### config.mk
export PLATFORM = sky130hd
export DESIGN_NAME = first_fit_free_list_allocator
export DESIGN_NICKNAME = d
export VERILOG_FILES = /design/src/rtl/ffa_pkg.sv /design/src/rtl/ffa_table.sv /design/src/rtl/ffa_alu.sv /design/src/rtl/first_fit_free_list_allocator.sv
export SDC_FILE = /design/constraint.sdc
export NUM_CORES = 2
export LEC_CHECK = 0
export BUFFER_PORTS_ARGS = -buffer_cell sky130_fd_sc_hd__buf_4
export CAP_MARGIN = 20
export CORE_AREA = 3 3 348 419
export DETAILED_ROUTE_END_ITERATION = 10
export DIE_AREA = 0 0 351 422
export PLACE_DENSITY = 0.71
export SKIP_LAST_GASP = 1
export SLEW_MARGIN = 20
export SYNTH_ARGS = -nofsm -noshare
export SYNTH_HDL_FRONTEND = slang
export SYNTH_SLANG_ARGS = --single-unit
### constraint.sdc
create_clock -name i_clk -period 12.49 [get_ports i_clk]
set_clock_uncertainty 0.2 [all_clocks]
set_input_delay 0.6245 -clock i_clk [delete_from_list [all_inputs] [get_ports i_clk]]
set_output_delay 0.6245 -clock i_clk [all_outputs]
set_load 0.02 [all_outputs]
### src/rtl/ffa_pkg.sv
// Shared constants, codes and types of the first-fit free-region allocator.
package ffa_pkg;

    localparam int TABLE_DEPTH = 16;
    localparam int ADDR_BITS   = 48;
    localparam int IDX_W       = $clog2(TABLE_DEPTH);
    localparam int CNT_W       = $clog2(TABLE_DEPTH + 1);

    localparam logic [1:0] ACT_ADD   = 2'd0;
    localparam logic [1:0] ACT_ALLOC = 2'd1;
    localparam logic [1:0] ACT_QUERY = 2'd2;

    typedef logic [ADDR_BITS-1:0] t_addr;
    typedef logic [IDX_W-1:0]     t_idx;
    typedef logic [CNT_W-1:0]     t_cnt;

    typedef struct packed {
        t_addr start;
        t_addr size;
    } t_entry;

    typedef struct packed {
        logic  fits;
        logic  exact;
        logic  contains;
        t_addr new_start;
        t_addr new_size;
    } t_alu_res;

endpackage

### src/rtl/ffa_table.sv
// Region table memory: one write port and one registered read port.
module ffa_table (
    input  logic           i_clk,
    input  logic           i_wr_en,
    input  ffa_pkg::t_idx   i_wr_idx,
    input  ffa_pkg::t_entry i_wr_data,
    input  ffa_pkg::t_idx   i_rd_idx,
    output ffa_pkg::t_entry o_rd_data
);
    import ffa_pkg::*;

    t_entry r_mem [TABLE_DEPTH];
    t_entry r_rd_data;

    always_ff @(posedge i_clk) begin
        if (i_wr_en) begin
            r_mem[i_wr_idx] <= i_wr_data;
        end
        r_rd_data <= r_mem[i_rd_idx];
    end

    assign o_rd_data = r_rd_data;

endmodule

### src/rtl/ffa_alu.sv
// Shared compare and update unit applied to one table entry at a time.
module ffa_alu (
    input  ffa_pkg::t_entry   i_entry,
    input  ffa_pkg::t_addr    i_req_size,
    input  ffa_pkg::t_addr    i_probe,
    output ffa_pkg::t_alu_res o_res
);
    import ffa_pkg::*;

    t_addr w_offset;

    // The offset is only meaningful when the probe is at or above the start.
    assign w_offset = i_probe - i_entry.start;

    always_comb begin
        o_res.fits      = (i_entry.size >= i_req_size);
        o_res.exact     = (i_entry.size == i_req_size);
        o_res.contains  = (i_probe >= i_entry.start) && (w_offset < i_entry.size);
        o_res.new_start = i_entry.start + i_req_size;
        o_res.new_size  = i_entry.size - i_req_size;
    end

endmodule

### src/rtl/first_fit_free_list_allocator.sv
// Sequence: an add writes its entry on acceptance; allocate and query scan the table entry by entry,
// each entry passing through S_READ and S_CHECK, until the first match or the end of the table.
// A removal on an exact fit moves every later entry up one place through S_SH_RD and S_SH_WR.
// One item at a time: a new item is taken only once the previous result is queued.
// Reset clears the sequencer, the region count, the scan index and the output valid flag; the table is not cleared.
module first_fit_free_list_allocator (
    input  logic                  i_clk,
    input  logic                  i_rst_n,
    input  logic                  i_in_valid,
    output logic                  o_in_ready,
    input  logic [1:0]            i_action,
    input  ffa_pkg::t_addr        i_address,
    input  ffa_pkg::t_addr        i_size,
    output logic                  o_out_valid,
    input  logic                  i_out_ready,
    output ffa_pkg::t_addr        o_result_address,
    output logic                  o_hit,
    output logic                  o_table_full
);
    import ffa_pkg::*;

    typedef enum logic [2:0] {
        S_IDLE,
        S_READ,
        S_CHECK,
        S_SH_RD,
        S_SH_WR,
        S_DONE
    } t_state;

    t_state   r_state;
    t_cnt     r_count;
    t_cnt     r_idx;
    logic [1:0] r_action;
    t_addr    r_addr;
    t_addr    r_size;
    t_addr    r_res_addr;
    logic     r_hit;
    logic     r_full;
    logic     r_out_valid;
    t_addr    r_o_addr;
    logic     r_o_hit;
    logic     r_o_full;

    logic     w_accept;
    logic     w_wr_en;
    t_idx     w_wr_idx;
    t_entry   w_wr_data;
    t_idx     w_rd_idx;
    t_entry   w_rd_data;
    t_alu_res w_alu;
    t_cnt     w_idx_next;
    logic     w_slot_free;

    assign o_in_ready  = (r_state == S_IDLE);
    assign w_accept    = i_in_valid && o_in_ready;
    assign w_idx_next  = r_idx + t_cnt'(1);
    assign w_slot_free = !r_out_valid || i_out_ready;

    // Read the entry being scanned, or the next one while closing a gap.
    assign w_rd_idx = (r_state == S_SH_RD) ? w_idx_next[IDX_W-1:0] : r_idx[IDX_W-1:0];

    always_comb begin
        w_wr_en   = 1'b0;
        w_wr_idx  = r_idx[IDX_W-1:0];
        w_wr_data = w_rd_data;
        unique case (r_state)
            S_IDLE: begin
                if (w_accept && i_action == ACT_ADD && r_count < t_cnt'(TABLE_DEPTH)) begin
                    w_wr_en         = 1'b1;
                    w_wr_idx        = r_count[IDX_W-1:0];
                    w_wr_data.start = i_address;
                    w_wr_data.size  = i_size;
                end
            end
            S_CHECK: begin
                if (r_action == ACT_ALLOC && w_alu.fits && !w_alu.exact) begin
                    w_wr_en         = 1'b1;
                    w_wr_data.start = w_alu.new_start;
                    w_wr_data.size  = w_alu.new_size;
                end
            end
            S_SH_WR: begin
                w_wr_en = 1'b1;
            end
            default: begin
                w_wr_en = 1'b0;
            end
        endcase
    end

    ffa_table u_table (
        .i_clk     (i_clk),
        .i_wr_en   (w_wr_en),
        .i_wr_idx  (w_wr_idx),
        .i_wr_data (w_wr_data),
        .i_rd_idx  (w_rd_idx),
        .o_rd_data (w_rd_data)
    );

    ffa_alu u_alu (
        .i_entry    (w_rd_data),
        .i_req_size (r_size),
        .i_probe    (r_addr),
        .o_res      (w_alu)
    );

    always_ff @(posedge i_clk) begin
        if (!i_rst_n) begin
            r_state     <= S_IDLE;
            r_count     <= '0;
            r_idx       <= '0;
            r_out_valid <= 1'b0;
        end else begin
            if (r_out_valid && i_out_ready && r_state != S_DONE) begin
                r_out_valid <= 1'b0;
            end
            unique case (r_state)
                S_IDLE: begin
                    if (w_accept) begin
                        r_action   <= i_action;
                        r_addr     <= i_address;
                        r_size     <= i_size;
                        r_idx      <= '0;
                        r_res_addr <= '0;
                        r_hit      <= 1'b0;
                        r_full     <= 1'b0;
                        if (i_action == ACT_ALLOC || i_action == ACT_QUERY) begin
                            r_state <= S_READ;
                        end else begin
                            if (i_action == ACT_ADD) begin
                                if (r_count < t_cnt'(TABLE_DEPTH)) begin
                                    r_count <= r_count + t_cnt'(1);
                                end else begin
                                    r_full <= 1'b1;
                                end
                            end
                            r_state <= S_DONE;
                        end
                    end
                end
                S_READ: begin
                    if (r_idx < r_count) begin
                        r_state <= S_CHECK;
                    end else begin
                        r_state <= S_DONE;
                    end
                end
                S_CHECK: begin
                    if (r_action == ACT_ALLOC) begin
                        if (w_alu.fits) begin
                            r_res_addr <= w_rd_data.start;
                            r_hit      <= 1'b1;
                            r_state    <= w_alu.exact ? S_SH_RD : S_DONE;
                        end else begin
                            r_idx   <= w_idx_next;
                            r_state <= S_READ;
                        end
                    end else begin
                        if (w_alu.contains) begin
                            r_hit   <= 1'b1;
                            r_state <= S_DONE;
                        end else begin
                            r_idx   <= w_idx_next;
                            r_state <= S_READ;
                        end
                    end
                end
                S_SH_RD: begin
                    // Later entries move up one place until the end of the table.
                    if (w_idx_next < r_count) begin
                        r_state <= S_SH_WR;
                    end else begin
                        r_count <= r_count - t_cnt'(1);
                        r_state <= S_DONE;
                    end
                end
                S_SH_WR: begin
                    r_idx   <= w_idx_next;
                    r_state <= S_SH_RD;
                end
                S_DONE: begin
                    if (w_slot_free) begin
                        r_o_addr    <= r_res_addr;
                        r_o_hit     <= r_hit;
                        r_o_full    <= r_full;
                        r_out_valid <= 1'b1;
                        r_state     <= S_IDLE;
                    end
                end
                default: begin
                    r_state <= S_IDLE;
                end
            endcase
        end
    end

    assign o_out_valid      = r_out_valid;
    assign o_result_address = r_o_addr;
    assign o_hit            = r_o_hit;
    assign o_table_full     = r_o_full;

endmodule

Word-level counts from Yosys, hierarchy flattened
Memory sizes are Yosys's and may differ from the RTL's. A register that Yosys moved wholly into a read port is not among the register bits.
Cells that the tools add are included.
- register bits after elaboration: 212
- latch bits: 0
- RAM bits: 1536
- bits in read-only memories: 0
- input port bits: 102
- output and inout bits: 52
- word-level logic and storage cells: 119
- memories: 1
- memories (memory ; depth ; width ; rd ports ; clocked after Yosys merged registers in ; write ports ; RTL line ; RTL):
    u_table.r_mem ; 16 ; 96 ; 1 ; 1 ; 1 ; ffa_table.sv:12 ; t_entry r_mem [TABLE_DEPTH];
- $add $sub $neg: 6
- multiply operators: 0
- div/mod/pow operators: 0
- order comparisons: 6
- eq/ne operators: 22
- shift-type cells: 0
- muxes and demuxes: 45
- bitwise gates (word level): 1
- reduce and logical (&&, ||, !) cells: 25
- operators by type and width (operator ; number):
    96-bit 2-to-1 mux ; 2
    96-bit case mux with 2 select lines ; 1
    48-bit 2-to-1 mux ; 3
    48-bit >= comparator ; 2
    48-bit case mux with 2 select lines ; 1
    48-bit subtractor ; 2
    48-bit adder ; 1
    48-bit == test ; 1
    48-bit < comparator ; 1
    5-bit 2-to-1 mux ; 9
    3-bit 2-to-1 mux ; 8
    3-bit case mux with 6 select lines ; 1
    5-bit case mux with 3 select lines ; 1
    1-bit 2-to-1 mux ; 13
    4-bit 2-to-1 mux ; 3
    3-bit inequality test (second input constant) ; 4
    5-bit by 1-bit adder with 5-bit output (second input constant) ; 2
    5-bit < comparator ; 2
    2-bit inequality test (second input constant) ; 5
    5-bit case mux with 2 select lines ; 1
    5-bit AND reduction ; 2
    1-bit logical AND ; 8
    3-bit by 2-bit == test with 1-bit output (second input constant) ; 2
    3-bit == test (second input constant) ; 2
    other kinds (21) ; 28

Logic depth before layout (Yosys ltp)
- depth after elaboration: 8
- depth in mapped cells: 27
- gate-level depth less buffers: 27

Cells and area by module
Synthesis repeated with hierarchy kept, for this count alone.
- cell total of the unflattened synthesis: 4643
- area, all modules: 78445.2 um^2
- by module, submodules not included (module ; instances ; cells each ; area an instance (um^2) ; sequential area each (um^2)):
    ffa_table ; 1 ; 2460 ; 59358.2 ; 48046.1
    ffa_alu ; 1 ; 1440 ; 9873.2 ; 0.0
    first_fit_free_list_allocator ; 1 ; 743 ; 9213.8 ; 6226.0

Least setup slack after synthesis
Ideal clock, no wire load.
- kind: reg2reg
- start: register r_size[29]
- end: memory u_table.r_mem[10][0] in the netlist's numbering (enable)
- setup time: 552 ps
- arrival: 7045 ps
- data required time: 11738 ps
- path slack: 4693 ps
- cell stages (with the launch flop): 16
- buffers on the path: 2
- period minus slack after synthesis: 7797 ps
- cell sequence: edfxtp_1 inv_1 ha_1 buf_2 nand4_1 or3_1 nor2_1 nand2_1 or3_1 a211o_1 buf_2 nor2_1 a211oi_1 nor2_1 o21ai_1 nor2_1
- word-level cells in the longest chain between the ends: 7
- elaborated cells between the ends (all ways): 9
- classes of those cells: 1 x order compare; 1 x eq/ne; 4 x mux; 3 x reduce/logical
- ends and longest elaborated chain (element ; RTL line ; RTL):
    start, declared ; first_fit_free_list_allocator.sv:36 ; t_addr r_size;
    start signal, assigned ; first_fit_free_list_allocator.sv:123 ; r_size <= i_size;
    48-bit >= comparator or 48-bit == test (tied branches) ; ffa_alu.sv:16, ffa_alu.sv:17 ;
    1-bit logical AND or 1-bit zero test (tied branches) ; first_fit_free_list_allocator.sv:77 ; if (r_action == ACT_ALLOC && w_alu.fits && !w_alu.exact) begin
    1-bit logical AND (*) ; first_fit_free_list_allocator.sv:77 ;
    1-bit 2-to-1 mux (*) ; first_fit_free_list_allocator.sv:77 ;
    1-bit case mux with 3 select lines (*) ; first_fit_free_list_allocator.sv:67 ; unique case (r_state)
    1-bit 2-to-1 mux (*) ; ffa_table.sv:16 ; if (i_wr_en) begin
    1-bit 2-to-1 mux (implied by the code) (*) ; ffa_table.sv:17 ; r_mem[i_wr_idx] <= i_wr_data;
    end, declared ; ffa_table.sv:12 ;
Mark *: on every way between the ends. The rest lies on a longest branch, timed or not.

Worst setup path after layout
- start: register r_addr[0]
- end: register r_idx[0]
- word-level cells in the longest chain between the ends: 5
- elaborated cells between the ends (all ways): 6
- classes of those cells: 1 x add/sub; 2 x order compare; 1 x eq/ne; 2 x reduce/logical
- ends and longest elaborated chain (element ; RTL line ; RTL):
    start, declared ; first_fit_free_list_allocator.sv:35 ; t_addr r_addr;
    start signal, assigned ; first_fit_free_list_allocator.sv:122 ; r_addr <= i_address;
    48-bit subtractor ; ffa_alu.sv:13 ; assign w_offset = i_probe - i_entry.start;
    48-bit < comparator ; ffa_alu.sv:18 ; o_res.contains = (i_probe >= i_entry.start) && (w_offset < i_entry.size);
    1-bit logical AND (*) ; ffa_alu.sv:18 ;
    3-bit inequality test (no source line) (*) ; -- ;
    4-bit AND reduction (no source line) (*) ; -- ;
    end signal, assigned ; first_fit_free_list_allocator.sv:156 ; r_idx <= w_idx_next;
    end signal, assigned ; first_fit_free_list_allocator.sv:164 ; r_idx <= w_idx_next;
    end signal, assigned ; first_fit_free_list_allocator.sv:179 ; r_idx <= w_idx_next;
    end, declared ; first_fit_free_list_allocator.sv:33 ; t_cnt r_idx;
Marks and branches as above.
A chain may end at the register's enable or synchronous reset.

==> metrics list <==
- Result of the run: finished, final reports clean
* Finish-stage setup viols: 0
- The share of the Yosys chip area taken by registers is 69.6%.
- Mux contribution to synthesized area: 13.9%
* Signed area change from the synthesized netlist to the final layout: 13.6%
- Dividing total power by cell area gives a power density of 217 nW/um^2.
* HPWL after detailed placement: 128 mm
- Fraction of layout instances using a drive strength above 1: 22.4%
- In the finished design, the share of the clock period the worst path needs comes to 53.7%.
- Summing the areas of all compound-gate instances in the mapped netlist gives 6.23% of the synthesized area.
* Maximum resistive drop on vdd: 0.183 mV
- Counting flops with an async set or reset pin after synthesis yields a share of 0%.
* # Max-Cap Violations: 0
* Maximum clock frequency: 149 MHz
- H-Tree Level Count: 4
- Dividing the detail-routed wire length by the instance count gives 30.2 microns.
* Synth Area in XOR/XNOR: 1.55%
* Count of flip-flops with a built-in enable after synthesis: 1734
* Root Buffer: sky130_fd_sc_hd__clkbuf_16
- Slew of the pin with the lowest slew margin: 1160 ps
- For the worst flop-to-flop path, the logic depth is 26.
* Vias per Instance: 6.46
* Clock insertion delay at the later pin of the skew report: 840 ps
- Sum of negative setup slack: 0 ps
- Worst setup path category: reg -> reg
- Data required time at the worst endpoint: 13020 ps
- For this run, the detailed router's first-pass iteration total came to 5.
- Die width: 351 microns
- GRT met3 Usage: 4.76%
* Clock tree from TritonCTS: built
- After Yosys synthesis, full adders, half adders and majority gates account for 3.38% of the synthesized area.
- Leading register cell type out of synthesis: sky130_fd_sc_hd__edfxtp_1
- Top-area cell type share of the netlist area: 66.8%
* Number of buffers inserted during clock tree synthesis: 174
- Counting instances, the worst hold path has a depth of 0.
- Wire length of the first global-routing pass: 298 mm
- In this run the tool buffered the top-level ports with 153 buffer cells.
- With fillers left out, the area of the finished cells amounts to 88600 sq um.
* Vias in the first global route: 43100
- Synthesis inferred 1844 register bits.
- Synth Instances: 4376
- The final layout contains routed wiring with a total length of 203 mm.
- On the final layout, the worst hold slack is 219 ps.
- Syn Nets: 4686
- Relative slew slack: 22.9%
- The count of pins over their slew limit was 0.
- Global routing consumed, over all layers together, 27.9% of the routing resources.
- The initial utilization of the core area, before any placement, comes to 54.7%.
- The total area inside the core boundary comes to 142000 sq um.
* Share of synthesized cell area in and, or, nand and nor gates: 3.32%
- The initial antenna violation count came to 11.
- Hold violation count in the final report: 0
- For this run, design rule violations remaining after detail routing come to 0.
- For this run, the number of Yosys warnings is 0.
- Antenna Nets Post-Route: 0
- Placed cell count: 6275
- Final instance count without filler cells: 6712
- Along the worst path, the maximum fanout reaches 5.
- I/O pin count: 154
- Drt first-iter violations: 4958
* Largest net degree at the start of global routing: 135
- For this run the aggregate overflow at the end of global routing stands at 0.
* Worst hold path class: reg -> reg
- Unrepaired setup endpoints after global routing: no
- GPL Wtd Cong: 0.943
* Clock tree buffer depth: 3
* Vias: 43300
- Syn avg cell area: 17.8 sq um
* Dominant combinational cell family by area after synthesis: multiplexers
* Number of distinct library cells after synthesis: 78
* CP Data Arrival Time: 7230 ps
- FP Rows: 152
- Final worst path period need: 6700 ps
* Most crowded layer after global routing: met2
* Type of destination of the critical path: register
- After clock tree synthesis, the clock-pin slew on the worst setup and hold paths is 70 ps.
* Vertical extent of the die: 422 microns
- Leaving out fill and tap cells, the most frequent cell in the layout is sky130_fd_sc_hd__edfxtp_1.
* Global Route met1 Usage: 39.5%
* Met2 routing resource usage after global routing: 44.0%
- Largest cells by area after synthesis: sky130_fd_sc_hd__edfxtp_1 67%, sky130_fd_sc_hd__mux4_2 14%, sky130_fd_sc_hd__ha_1 3.3%
- Summed over all instances, the cell type with the most area after synthesis is sky130_fd_sc_hd__edfxtp_1.
* Net count, final: 5017
- Static leakage: 30.8 nW
* Placed inst area: 81700 sq um
* Critical path startpoint category: register
* Post-synthesis instance area: 78000 sq um
- Counting every sink on the clock net gives 1844.
- Leading cell types in the layout, fill and taps excluded: 1734 x sky130_fd_sc_hd__edfxtp_1, 480 x sky130_fd_sc_hd__mux4_2, 256 x sky130_fd_sc_hd__buf_4
- PostCTS Resize Cnt: 0
* Die area: 148000 sq um
## stage by stage
step / power (mW) / utilization [%] / worst slack [ps]
floorplan: 12.1 / - / 4690
CTS: 19.3 / 62.1 / 5820
global route: 20.1 / 62.2 / 5360
global placement: 13.9 / 57.3 / 5880
detailed placement: 14.0 / 57.4 / 5870
finish: 19.3 / 62.2 / 5790
## worst max-delay path, cell delays in order (launching register included)
cell	delay, ps
sky130_fd_sc_hd__edfxtp_1	350
sky130_fd_sc_hd__inv_1	70
sky130_fd_sc_hd__ha_1	170
sky130_fd_sc_hd__inv_1	50
sky130_fd_sc_hd__fa_1	400
sky130_fd_sc_hd__a21o_1	190
sky130_fd_sc_hd__a31o_1	250
sky130_fd_sc_hd__a2111oi_4	400
sky130_fd_sc_hd__o31ai_2	200
sky130_fd_sc_hd__a2111oi_4	600
sky130_fd_sc_hd__o2111ai_1	200
sky130_fd_sc_hd__a31oi_2	300
sky130_fd_sc_hd__o21ai_2	130
sky130_fd_sc_hd__a311oi_4	450
sky130_fd_sc_hd__mux2i_1	240
sky130_fd_sc_hd__nand3_1	100
sky130_fd_sc_hd__ha_1	280
sky130_fd_sc_hd__nand4_1	150
sky130_fd_sc_hd__nor4_1	450
sky130_fd_sc_hd__nand2_1	130
sky130_fd_sc_hd__o211ai_1	230
sky130_fd_sc_hd__a211oi_1	100
sky130_fd_sc_hd__o31ai_1	170
sky130_fd_sc_hd__a21oi_1	140
sky130_fd_sc_hd__a21oi_1	190
sky130_fd_sc_hd__a21oi_1	170
sky130_fd_sc_hd__mux2_2	300
## path summary, 6_finish.rpt
kind | to | slack (ps) | startpoint
max | r_idx[0] | 5790 | r_addr[0]
min | o_result_address[1] | 220 | r_res_addr[1]
max reg2reg | r_idx[0] | 5790 | r_addr[0]
min reg2reg | o_result_address[1] | 220 | r_res_addr[1]
## cell type report
cell class / count / area, sq um
sequential: 1844 / 54300
fill: 9961 / 53900
inverter: 204 / 766
clock inverter: 115 / 1080
timing repair buffer: 362 / 3020
multi-input combinational: 2121 / 22500
antenna: 6 / 15.0
tap: 1848 / 2310
clock buffer: 212 / 4610
## synthesized netlist by cell type (12+ instances only)
master	count
sky130_fd_sc_hd__nand3_1	33
sky130_fd_sc_hd__inv_1	202
sky130_fd_sc_hd__a21o_1	84
sky130_fd_sc_hd__o21a_1	19
sky130_fd_sc_hd__nor3_1	28
sky130_fd_sc_hd__xnor2_1	90
sky130_fd_sc_hd__nor2b_1	24
sky130_fd_sc_hd__o21bai_1	30
sky130_fd_sc_hd__nand4_1	52
sky130_fd_sc_hd__buf_2	17
sky130_fd_sc_hd__nand2b_1	18
sky130_fd_sc_hd__clkbuf_1	157
sky130_fd_sc_hd__a221o_1	16
sky130_fd_sc_hd__a22oi_1	77
sky130_fd_sc_hd__nor2_1	178
sky130_fd_sc_hd__edfxtp_1	1734
sky130_fd_sc_hd__a21oi_1	199
sky130_fd_sc_hd__a211oi_1	17
sky130_fd_sc_hd__dfxtp_1	110
sky130_fd_sc_hd__o21ai_0	173
sky130_fd_sc_hd__a31oi_1	23
sky130_fd_sc_hd__xor2_1	48
sky130_fd_sc_hd__o31ai_1	12
sky130_fd_sc_hd__buf_1	33
sky130_fd_sc_hd__and3_1	18
sky130_fd_sc_hd__mux4_2	480
sky130_fd_sc_hd__ha_1	204
sky130_fd_sc_hd__nand2_1	138
## cell families (layout without fill, tap and decap cells)
family,after synthesis,count (layout)
AO/OA/AOI/OAI,748,748
adder cells (fa/ha/maj),208,208
other,0,6
XOR/XNOR,138,138
flip-flops,1844,1844
buffers and inverters,411,893
AND/OR/NAND/NOR,542,542
multiplexers,485,485
## state kept, by name, summed over array words and instances (netlist names)
register / count
u_table.r_mem: 1536
u_table.o_rd_data: 96
o_result_address: 48
r_addr: 48
r_res_addr: 48
r_size: 48
r_count: 5
r_idx: 5
r_state: 3
r_action: 2
o_hit: 1
o_out_valid: 1
o_table_full: 1
r_full: 1
r_hit: 1
## metal layers
| metal | up-vias | part of all wire [%] |
|---|---|---|
| li1 | 18400 | - |
| met1 | 22500 | 40 |
| met2 | 2061 | 48 |
| met3 | 366 | 8.2 |
| met4 | 6 | 4.0 |
| met5 | - | 0.015 |
## what timing repair did
action / in CTS / in global routing
endpoints found under the hold margin: 107 / 0
hold buffers: 102 / 0
setup buffers: 0 / 0
## where the power goes
| group | total [mW] | internal [mW] | switching [mW] |
|---|---|---|---|
| sequential | 8.12 | 7.87 | 0.250 |
| clock | 5.29 | 2.98 | 2.31 |
| combinational | 5.84 | 2.28 | 3.56 |
| total | 19.3 | 13.1 | 6.12 |
(Power assumes the default switching activity.)
